[src/sv/tx_block_sequence_assembler_macros.svh]
// ----------------------------------------------------------------------------
// Transmit block sequence assembler assertion macros
// Shared concurrent check forms, clocked on clk and disabled while rst_n is low.
// ----------------------------------------------------------------------------
`ifndef TX_BLOCK_SEQUENCE_ASSEMBLER_MACROS_SVH
`define TX_BLOCK_SEQUENCE_ASSEMBLER_MACROS_SVH

// Same-cycle implication
`define TBSA_ASSERT_IMP(label, cond, prop) \
  label: assert property (@(posedge clk) disable iff (!rst_n) (cond) |-> (prop)) \
    else $error("tbsa same-cycle check failed");

// Next-cycle implication
`define TBSA_ASSERT_NXT(label, cond, prop) \
  label: assert property (@(posedge clk) disable iff (!rst_n) (cond) |=> (prop)) \
    else $error("tbsa next-cycle check failed");

`endif

[src/sv/tbsa_pkg.sv]
// ----------------------------------------------------------------------------
// Transmit block sequence assembler package
// Shared constants, codes and item types for the assembler modules.
// ----------------------------------------------------------------------------
package tbsa_pkg;

  // Buffer limits
  localparam int unsigned MAX_BUFFER_BYTES = 1048576;
  localparam int unsigned BYTES_W          = 21;
  localparam logic [BYTES_W-1:0] SIZE_LIMIT  = BYTES_W'(MAX_BUFFER_BYTES);
  localparam logic [BYTES_W-1:0] STAMP_BYTES = BYTES_W'(8);

  // Stream widths
  localparam int unsigned IN_TDATA_W  = 144;
  localparam int unsigned OUT_TDATA_W = 128;
  localparam int unsigned CFG_INDEX_W = 2;
  localparam int unsigned CFG_DATA_W  = 32;

  // Item kinds
  localparam logic FUNC_HEADER = 1'b0;
  localparam logic FUNC_PUSH   = 1'b1;

  typedef enum logic [2:0] {
    VERDICT_ACCEPT    = 3'd0,
    VERDICT_BAD_MAGIC = 3'd1,
    VERDICT_AWAIT     = 3'd2,
    VERDICT_ORDER     = 3'd3,
    VERDICT_FULL      = 3'd4,
    VERDICT_EMPTY     = 3'd5,
    VERDICT_PUSHED    = 3'd6,
    VERDICT_NOT_READY = 3'd7
  } verdict_t;

  typedef enum logic [CFG_INDEX_W-1:0] {
    CFG_MAGIC_WORD  = 2'd0,
    CFG_BUFFER_SIZE = 2'd1,
    CFG_STAMP_EN    = 2'd2,
    CFG_STAMP_STEP  = 2'd3
  } cfg_index_t;

  typedef struct packed {
    logic [31:0]        magic_word;
    logic [BYTES_W-1:0] buffer_bytes;
    logic               timestamp_enable;
    logic [31:0]        timestamp_step;
  } cfg_t;

  typedef struct packed {
    logic        func;
    logic [31:0] hdr_magic;
    logic [63:0] hdr_seqno;
    logic [15:0] hdr_block_index;
    logic [15:0] hdr_block_count;
    logic [15:0] payload_bytes;
  } item_t;

  typedef struct packed {
    verdict_t           verdict;
    logic [BYTES_W-1:0] write_offset;
    logic [15:0]        accepted_bytes;
    logic               stamp_write;
    logic [63:0]        stamp_value;
    logic               buffer_ready;
    logic               time_wrap;
    logic               time_gap;
    logic [BYTES_W-1:0] fill_level;
  } result_t;

endpackage

[src/sv/tbsa_cfg_regs.sv]
// ----------------------------------------------------------------------------
// Transmit block sequence assembler configuration registers
// Write-only register file for magic, buffer size and timestamp settings.
// ----------------------------------------------------------------------------
module tbsa_cfg_regs (
  input  logic                              clk,
  input  logic                              rst_n,
  input  logic                              cfg_we,
  input  logic [tbsa_pkg::CFG_INDEX_W-1:0]  cfg_index,
  input  logic [tbsa_pkg::CFG_DATA_W-1:0]   cfg_wdata,
  output tbsa_pkg::cfg_t                    cfg_o
);
  import tbsa_pkg::*;

  cfg_t cfg_r;

  // Decode and store writes
  always_ff @(posedge clk) begin
    if (!rst_n) begin
      cfg_r.magic_word       <= '0;
      cfg_r.buffer_bytes     <= BYTES_W'(65536);
      cfg_r.timestamp_enable <= 1'b0;
      cfg_r.timestamp_step   <= '0;
    end else if (cfg_we) begin
      unique case (cfg_index_t'(cfg_index))
        CFG_MAGIC_WORD:  cfg_r.magic_word       <= cfg_wdata;
        CFG_BUFFER_SIZE: cfg_r.buffer_bytes     <= cfg_wdata[BYTES_W-1:0];
        CFG_STAMP_EN:    cfg_r.timestamp_enable <= cfg_wdata[0];
        CFG_STAMP_STEP:  cfg_r.timestamp_step   <= cfg_wdata;
        default: ;
      endcase
    end
  end

  assign cfg_o = cfg_r;

endmodule

[src/sv/tbsa_eval.sv]
// ----------------------------------------------------------------------------
// Transmit block sequence assembler evaluation stage
// Holds the fill state; judges one registered item per cycle, commits on upd_i.
// ----------------------------------------------------------------------------
module tbsa_eval (
  input  logic                          clk,
  input  logic                          rst_n,
  input  tbsa_pkg::cfg_t                cfg_i,
  input  tbsa_pkg::item_t               item_i,
  input  logic                          upd_i,
  output tbsa_pkg::result_t             res_o,
  output logic [tbsa_pkg::BYTES_W-1:0]  bytes_used_o
);
  import tbsa_pkg::*;

  logic [BYTES_W-1:0] bytes_used_r, bytes_used_nxt;
  logic [15:0]        last_block_r, last_block_nxt;
  logic [15:0]        exp_blocks_r, exp_blocks_nxt;
  logic [63:0]        exp_stamp_r,  exp_stamp_nxt;

  logic [BYTES_W-1:0] size;
  logic               full;
  logic               first;
  logic               stamp;
  logic [BYTES_W-1:0] room;
  logic [BYTES_W-1:0] free_b;
  logic [BYTES_W-1:0] offset;
  logic [15:0]        take;
  logic               seq_bad;
  logic [BYTES_W-1:0] used_after;
  verdict_t           verdict;

  // Effective buffer size and fill checks
  always_comb begin
    size   = (cfg_i.buffer_bytes > SIZE_LIMIT) ? SIZE_LIMIT : cfg_i.buffer_bytes;
    full   = (bytes_used_r >= size);
    first  = (bytes_used_r == '0);
    stamp  = first && cfg_i.timestamp_enable;
    room   = size - bytes_used_r;
    if (stamp) begin
      free_b = (room >= STAMP_BYTES) ? room - STAMP_BYTES : '0;
      offset = bytes_used_r + STAMP_BYTES;
    end else begin
      free_b = room;
      offset = bytes_used_r;
    end
    take = ({5'd0, item_i.payload_bytes} < free_b) ? item_i.payload_bytes
                                                   : free_b[15:0];
    seq_bad = (({1'b0, last_block_r} + 17'd1) != {1'b0, item_i.hdr_block_index}) ||
              (exp_blocks_r != item_i.hdr_block_count) ||
              (exp_stamp_r != item_i.hdr_seqno);
  end

  // Judge the item and work out the next state
  always_comb begin
    bytes_used_nxt = bytes_used_r;
    last_block_nxt = last_block_r;
    exp_blocks_nxt = exp_blocks_r;
    exp_stamp_nxt  = exp_stamp_r;
    verdict        = VERDICT_NOT_READY;
    res_o          = '0;

    if (item_i.func == FUNC_PUSH) begin
      if (full) begin
        bytes_used_nxt = '0;
        exp_stamp_nxt  = exp_stamp_r + {32'd0, cfg_i.timestamp_step};
        verdict        = VERDICT_PUSHED;
      end else begin
        verdict = VERDICT_NOT_READY;
      end
    end else if (full) begin
      verdict = VERDICT_FULL;
    end else if (item_i.hdr_magic != cfg_i.magic_word) begin
      verdict = VERDICT_BAD_MAGIC;
    end else if (take == '0) begin
      verdict = VERDICT_EMPTY;
    end else if (first) begin
      if (item_i.hdr_block_index != '0) begin
        verdict = VERDICT_AWAIT;
      end else begin
        res_o.time_wrap = (item_i.hdr_seqno < exp_stamp_r);
        res_o.time_gap  = (item_i.hdr_seqno > exp_stamp_r);
        last_block_nxt  = '0;
        exp_blocks_nxt  = item_i.hdr_block_count;
        exp_stamp_nxt   = item_i.hdr_seqno;
        verdict         = VERDICT_ACCEPT;
      end
    end else if (seq_bad) begin
      bytes_used_nxt = '0;
      verdict        = VERDICT_ORDER;
    end else begin
      last_block_nxt = item_i.hdr_block_index;
      verdict        = VERDICT_ACCEPT;
    end

    // Place accepted payload and the head timestamp
    if (verdict == VERDICT_ACCEPT) begin
      res_o.write_offset   = offset;
      res_o.accepted_bytes = take;
      bytes_used_nxt       = offset + {5'd0, take};
      if (stamp) begin
        res_o.stamp_write = 1'b1;
        res_o.stamp_value = item_i.hdr_seqno;
      end
    end

    used_after         = bytes_used_nxt;
    res_o.verdict      = verdict;
    res_o.buffer_ready = (used_after >= size);
    res_o.fill_level   = used_after;
  end

  // Commit state when the item moves on
  always_ff @(posedge clk) begin
    if (!rst_n) begin
      bytes_used_r <= '0;
      last_block_r <= '0;
      exp_blocks_r <= '0;
      exp_stamp_r  <= '0;
    end else if (upd_i) begin
      bytes_used_r <= bytes_used_nxt;
      last_block_r <= last_block_nxt;
      exp_blocks_r <= exp_blocks_nxt;
      exp_stamp_r  <= exp_stamp_nxt;
    end
  end

  assign bytes_used_o = bytes_used_r;

endmodule

[src/sv/tx_block_sequence_assembler.sv]
// ----------------------------------------------------------------------------
// Transmit block sequence assembler
// An accepted item passes the input register, then the result register,
// before its result is valid. Throughput: one item per cycle unless the sink
// stalls; fill state is read and updated within the single evaluation stage.
// Reset: synchronous active-low rst_n clears fill state, pipeline valids and
// loads register defaults (buffer size 65536).
// ----------------------------------------------------------------------------
`include "tx_block_sequence_assembler_macros.svh"

module tx_block_sequence_assembler (
  input  logic                               clk,
  input  logic                               rst_n,
  // in_tdata: hdr_magic[31:0], hdr_seqno[95:32], hdr_block_index[111:96],
  //           hdr_block_count[127:112], payload_bytes[143:128]
  input  logic                               in_tvalid,
  output logic                               in_tready,
  input  logic [tbsa_pkg::IN_TDATA_W-1:0]    in_tdata,
  // in_tuser: func[0]
  input  logic                               in_tuser,
  output logic                               out_tvalid,
  input  logic                               out_tready,
  // out_tdata: write_offset[20:0], accepted_bytes[36:21], stamp_write[37],
  //            stamp_value[101:38], buffer_ready[102], time_wrap[103],
  //            time_gap[104], fill_level[125:105], zero pad[127:126]
  output logic [tbsa_pkg::OUT_TDATA_W-1:0]   out_tdata,
  // out_tuser: verdict[2:0]
  output logic [2:0]                         out_tuser,
  input  logic                               cfg_we,
  input  logic [tbsa_pkg::CFG_INDEX_W-1:0]   cfg_index,
  input  logic [tbsa_pkg::CFG_DATA_W-1:0]    cfg_wdata
);
  import tbsa_pkg::*;

  cfg_t               cfg;
  item_t              item_r;
  logic               item_valid_r;
  result_t            res;
  result_t            res_r;
  logic               out_valid_r;
  logic               out_ld;
  logic               upd;
  logic [BYTES_W-1:0] bytes_used;

  tbsa_cfg_regs u_cfg (
    .clk       (clk),
    .rst_n     (rst_n),
    .cfg_we    (cfg_we),
    .cfg_index (cfg_index),
    .cfg_wdata (cfg_wdata),
    .cfg_o     (cfg)
  );

  // Stage handshake: result register frees when empty or taken
  assign out_ld    = !out_valid_r || out_tready;
  assign in_tready = !item_valid_r || out_ld;
  assign upd       = item_valid_r && out_ld;

  // Input register
  always_ff @(posedge clk) begin
    if (!rst_n) begin
      item_valid_r <= 1'b0;
    end else if (in_tready) begin
      item_valid_r <= in_tvalid;
    end
  end

  always_ff @(posedge clk) begin
    if (in_tvalid && in_tready) begin
      item_r.func            <= in_tuser;
      item_r.hdr_magic       <= in_tdata[31:0];
      item_r.hdr_seqno       <= in_tdata[95:32];
      item_r.hdr_block_index <= in_tdata[111:96];
      item_r.hdr_block_count <= in_tdata[127:112];
      item_r.payload_bytes   <= in_tdata[143:128];
    end
  end

  tbsa_eval u_eval (
    .clk          (clk),
    .rst_n        (rst_n),
    .cfg_i        (cfg),
    .item_i       (item_r),
    .upd_i        (upd),
    .res_o        (res),
    .bytes_used_o (bytes_used)
  );

  // Result register
  always_ff @(posedge clk) begin
    if (!rst_n) begin
      out_valid_r <= 1'b0;
    end else if (out_ld) begin
      out_valid_r <= item_valid_r;
    end
  end

  always_ff @(posedge clk) begin
    if (upd) begin
      res_r <= res;
    end
  end

  // Pack the result item
  assign out_tvalid = out_valid_r;
  assign out_tuser  = res_r.verdict;
  assign out_tdata  = {2'b00, res_r.fill_level, res_r.time_gap, res_r.time_wrap,
                       res_r.buffer_ready, res_r.stamp_value, res_r.stamp_write,
                       res_r.accepted_bytes, res_r.write_offset};

  // Checks
  `TBSA_ASSERT_IMP(a_fill_bound, 1'b1, bytes_used <= SIZE_LIMIT)
  `TBSA_ASSERT_IMP(a_pushed_empty, out_tvalid && (out_tuser == VERDICT_PUSHED), res_r.fill_level == '0)
  `TBSA_ASSERT_IMP(a_stamp_head, out_tvalid && res_r.stamp_write, (res_r.write_offset == STAMP_BYTES) && (out_tuser == VERDICT_ACCEPT))
  `TBSA_ASSERT_NXT(a_push_clears, upd && (res.verdict == VERDICT_PUSHED), bytes_used == '0)

endmodule

[config.mk]
export PLATFORM = sky130hd
export DESIGN_NAME = tx_block_sequence_assembler
export DESIGN_NICKNAME = d
export VERILOG_FILES = /design/src/sv/tbsa_pkg.sv /design/src/sv/tbsa_cfg_regs.sv /design/src/sv/tbsa_eval.sv /design/src/sv/tx_block_sequence_assembler.sv
export VERILOG_INCLUDE_DIRS = /design/src /design/src/sv
export SDC_FILE = /design/constraint.sdc
export NUM_CORES = 1
export LEC_CHECK = 0
export BUFFER_PORTS_ARGS = -buffer_cell sky130_fd_sc_hd__buf_2
export CAP_MARGIN = 10
export CORE_MARGIN = 3
export CORE_UTILIZATION = 42
export CTS_CLUSTER_DIAMETER = 150
export CTS_CLUSTER_SIZE = 20
export DETAILED_ROUTE_END_ITERATION = 7
export SLEW_MARGIN = 20
export SYNTH_ARGS = -nofsm -noshare
export SYNTH_HDL_FRONTEND = slang
export SYNTH_HIERARCHICAL = 1
export SYNTH_SLANG_ARGS = --single-unit
[constraint.sdc]
create_clock -name clk -period 22.4 [get_ports clk]
set_input_delay 2.24 -clock clk [delete_from_list [all_inputs] [get_ports clk]]
set_output_delay 2.24 -clock clk [all_outputs]
set_load 0.05 [all_outputs]
==> flow_metrics.env <==
export IMPL_cts_root_buf="clkbuf_16"
export IMPL_rsz0062_at_grt="false"
export IMPL_area_growth_syn_to_layout_pct=11.3
export IMPL_viasPerCell=5.61
export IMPL_routabilityCongestion=0.895
export IMPL_clock_path_buffers=3
export IMPL_worstSetupPathType="reg -> reg"
export IMPL_async_flop_share_pct=0
export IMPL_worstPathArrival_ns=12.99
export IMPL_ys_flop_type="edfxtp_1"
export IMPL_htree_levels=1
export IMPL_cts_buffers_inserted=27
export IMPL_crit_path_start_kind="flop"
export IMPL_ir_worst_vdd_mv=0.0566
export IMPL_hold_buffers=0
export IMPL_status="finished clean"
export IMPL_maxSlewHeadroom_pct=29.3
export IMPL_first_global_vias=20189
export IMPL_required_ns=22.87
export IMPL_fin_tns_setup_ns=0
export IMPL_syn_avg_cell_area_um2=10.1
export IMPL_finalSetupViolations=0
export IMPL_r2r_setup_slack_ns=9.88
export IMPL_r2r_start="u_cfg/cfg_o[53]$_SDFFE_PN0P_"
export IMPL_grt_pass1_wl_um=119000
export IMPL_cp_end_kind="flop"
export IMPL_fmax_mhz=79.9
export IMPL_core_area_um2=60900
export IMPL_overflow=0
export IMPL_post_cts_buffers=0
export IMPL_synthTopCellsByArea="edfxtp_1 32%, dfxtp_1 16%, ha_1 8.0%"
export IMPL_drt_iter0_drc=1633
export IMPL_dp_hpwl_um=58300
export IMPL_nets=3184
export IMPL_grtUsageTotal_pct=22.9
export IMPL_crit_slowest_cell="nor4b_1"
export IMPL_power_leakage_nw=12.0
export IMPL_post_route_period_util_pct=55.9
export IMPL_cpPeakStageDelay_ns=0.55
export IMPL_syn_inst=2594
export IMPL_clkPwrFrac_pct=27.9
export IMPL_ff2ff_path_depth=53
export IMPL_synth_top_cells_by_count="274 x edfxtp_1, 261 x nand2_1, 205 x dfxtp_1"
export IMPL_yosysMostFrequentCell="edfxtp_1"
export IMPL_min_to="u_cfg/cfg_o[71]$_SDFFE_PN0P_"
export IMPL_layoutNonFillerInstCount=3681
export IMPL_start_util_pct=42.9
export IMPL_fp_dieW_um=255
export IMPL_cts_sinks=479
export IMPL_p_sw_share_pct=29.7
export IMPL_critPathMaxFanout=14
export IMPL_holdPathStages=2
export IMPL_io_buffers=314
export IMPL_post_place_cells=3630
export IMPL_p_comb_share_pct=19.4
export IMPL_die_area_um2=65200
export IMPL_syn_cell_area_um2=26100
export IMPL_slew_violations=0
export IMPL_antenna_found_initial=3
export IMPL_hold_path_startpoint="u_cfg/cfg_o[71]$_SDFFE_PN0P_"
export IMPL_path_clk_slew_ns=0.09
export IMPL_worst_pin_slew_ns=1.06
export IMPL_cp_common_cell="a21oi_1"
export IMPL_ios=317
export IMPL_finClkSkew_ns=0.0265
export IMPL_synth_seq_area_share_pct=47.2
export IMPL_insertion_delay_ns=0.62
export IMPL_via_count=20650
export IMPL_die_h_um=255
export IMPL_synth_edff_count=274
export IMPL_cts_resized=0
export IMPL_hold_class="reg -> reg"
export IMPL_yosysWarnings=6
export IMPL_internal_power_mw=1.33
export IMPL_finalWirelength_um=77600
export IMPL_r2r_end="out_tdata[102]$_DFFE_PP_"
export IMPL_yosysTopAreaCellShare_pct=31.5
export IMPL_synth_seq_cells=479
export IMPL_num_fill_cells=5760
export IMPL_hold_viol_final=0
export IMPL_first_pass_iters=7
export IMPL_wl_per_cell_um=21.1
export IMPL_ant_nets=0
export IMPL_yosys_area_top_type="edfxtp_1"
export IMPL_powerDensity_nw_per_um2=65.0
export IMPL_drv_cap=0
export IMPL_period_needed_ns=12.52
export IMPL_drive_gt1_share_pct=14.9
export IMPL_synth_cell_types=94
export IMPL_cts_tree="built"
export IMPL_drc=0
export IMPL_p_switching_mw=0.561
export IMPL_grt_max_degree=106
export IMPL_fp_row_count=90
export IMPL_p_seq_share_pct=52.7
cells by family (layout without fill, tap and decap cells):
family          Yosys count  count (layout)  synth area share [%]
simple gates            824             824                  15.7
compound gates          565             565                  14.4
flops                   479             479                  47.2
buf+inv                 288             544                  4.78
fa+ha+maj               171             171                  8.27
mux                     134             134                  5.18
xor+xnor                132             132                  4.43
other cells               1               4                0.0144
critical path, delay by kind of cell, from the launching register on:
kind                       cells  cell delay (ns)
AOI/OAI and AO/OA             27             5.65
and+or+nand+nor               17             3.95
adders and majority gates      5             1.49
DFF                            1             0.54
buffers and inverters          2             0.38
muxes                          1             0.19
xor gates and xnor gates       1             0.15
placed cells by master, fill, tap and decap left out, types with 28 or more instances in the layout:
cell type and count:
xor2_1 67, a211oi_1 65, and2_1 32, xnor2_1 65
buf_2 313, inv_1 158, nand2_1 261, nor4_1 35
edfxtp_1 274, nand3_1 56, nand2b_1 28, mux2i_1 126
a21oi_1 150, and3_1 83, nor2_1 163, o21ai_0 104
nand4_1 57, dfxtp_1 205, nor2b_1 30, ha_1 166
a21o_1 41
how the worst max path moves through the flow:
| stage | from | cells past startpoint | endpoint |
|---|---|---|---|
| 3_5_place_dp | u_cfg/cfg_o[53]$_SDFFE_PN0P_ | 52 | out_tdata[102]$_DFFE_PP_ |
| 4_1_cts | u_cfg/cfg_o[53]$_SDFFE_PN0P_ | 53 | out_tdata[102]$_DFFE_PP_ |
| 6_report | u_cfg/cfg_o[53]$_SDFFE_PN0P_ | 53 | out_tdata[102]$_DFFE_PP_ |
| 2_1_floorplan | u_cfg/cfg_o[49]$_SDFFE_PN1P_ | 54 | out_tdata[102]$_DFFE_PP_ |
| 3_3_place_gp | u_cfg/cfg_o[53]$_SDFFE_PN0P_ | 52 | out_tdata[102]$_DFFE_PP_ |
| 5_1_grt | u_cfg/cfg_o[53]$_SDFFE_PN0P_ | 53 | out_tdata[102]$_DFFE_PP_ |
final cells by class:
class / count / area, um^2 / area share (%)
diodes: 2 / 5.00 / 0.0172
clock buffers: 48 / 756 / 2.60
clock inverters: 1 / 20.0 / 0.0689
inverters: 161 / 606 / 2.08
multi-input cells: 1828 / 12600 / 43.3
flip-flops and latches: 479 / 12300 / 42.4
well taps: 828 / 1040 / 3.56
repair buffers: 334 / 1730 / 5.95
power groups by stage:
stage,registers (mW),logic (mW),clock network [mW]
2_1_floorplan,1.03,0.234,0
3_3_place_gp,1.02,0.356,0
3_5_place_dp,1.02,0.362,0
4_1_cts,0.997,0.364,0.546
5_1_grt,1.00,0.403,0.576
6_report,0.996,0.366,0.526
sequential cells by signal, summed over array words and instances (netlist names):
| register | flops |
|---|---|
| item_r | 145 |
| item_valid_r | 1 |
| out_tdata | 126 |
| out_tuser | 3 |
| out_tvalid | 1 |
| u_cfg/cfg_o | 86 |
| u_eval/bytes_used_o | 21 |
| u_eval/exp_blocks_r | 16 |
| u_eval/exp_stamp_r | 64 |
| u_eval/last_block_r | 16 |
stage by stage:
step / util, % / power, mW / hold WS [ns] / setup slack, ns / instance area [um^2]
after floorplan: - / 1.27 / 0.437 / 11.93 / 26100
after global placement: 46.4 / 1.37 / 0.455 / 10.49 / 28300
after global routing: 47.7 / 1.98 / 0.490 / 9.02 / 29100
after CTS: 47.7 / 1.91 / 0.480 / 10.11 / 29100
after detailed placement: 46.4 / 1.38 / 0.462 / 10.19 / 28300
final: 47.7 / 1.89 / 0.478 / 9.88 / 29100
metal layers:
| layer | up-vias | global-route usage [%] | part of all wire, % |
|---|---|---|---|
| li1 | 9893 | - | - |
| met1 | 9969 | 30.8 | 43 |
| met2 | 668 | 38.4 | 47 |
| met3 | 120 | 3.34 | 6.0 |
| met4 | 0 | 6.83 | 3.2 |
| met5 | - | 0 | 0 |
(Power assumes the default switching activity.)
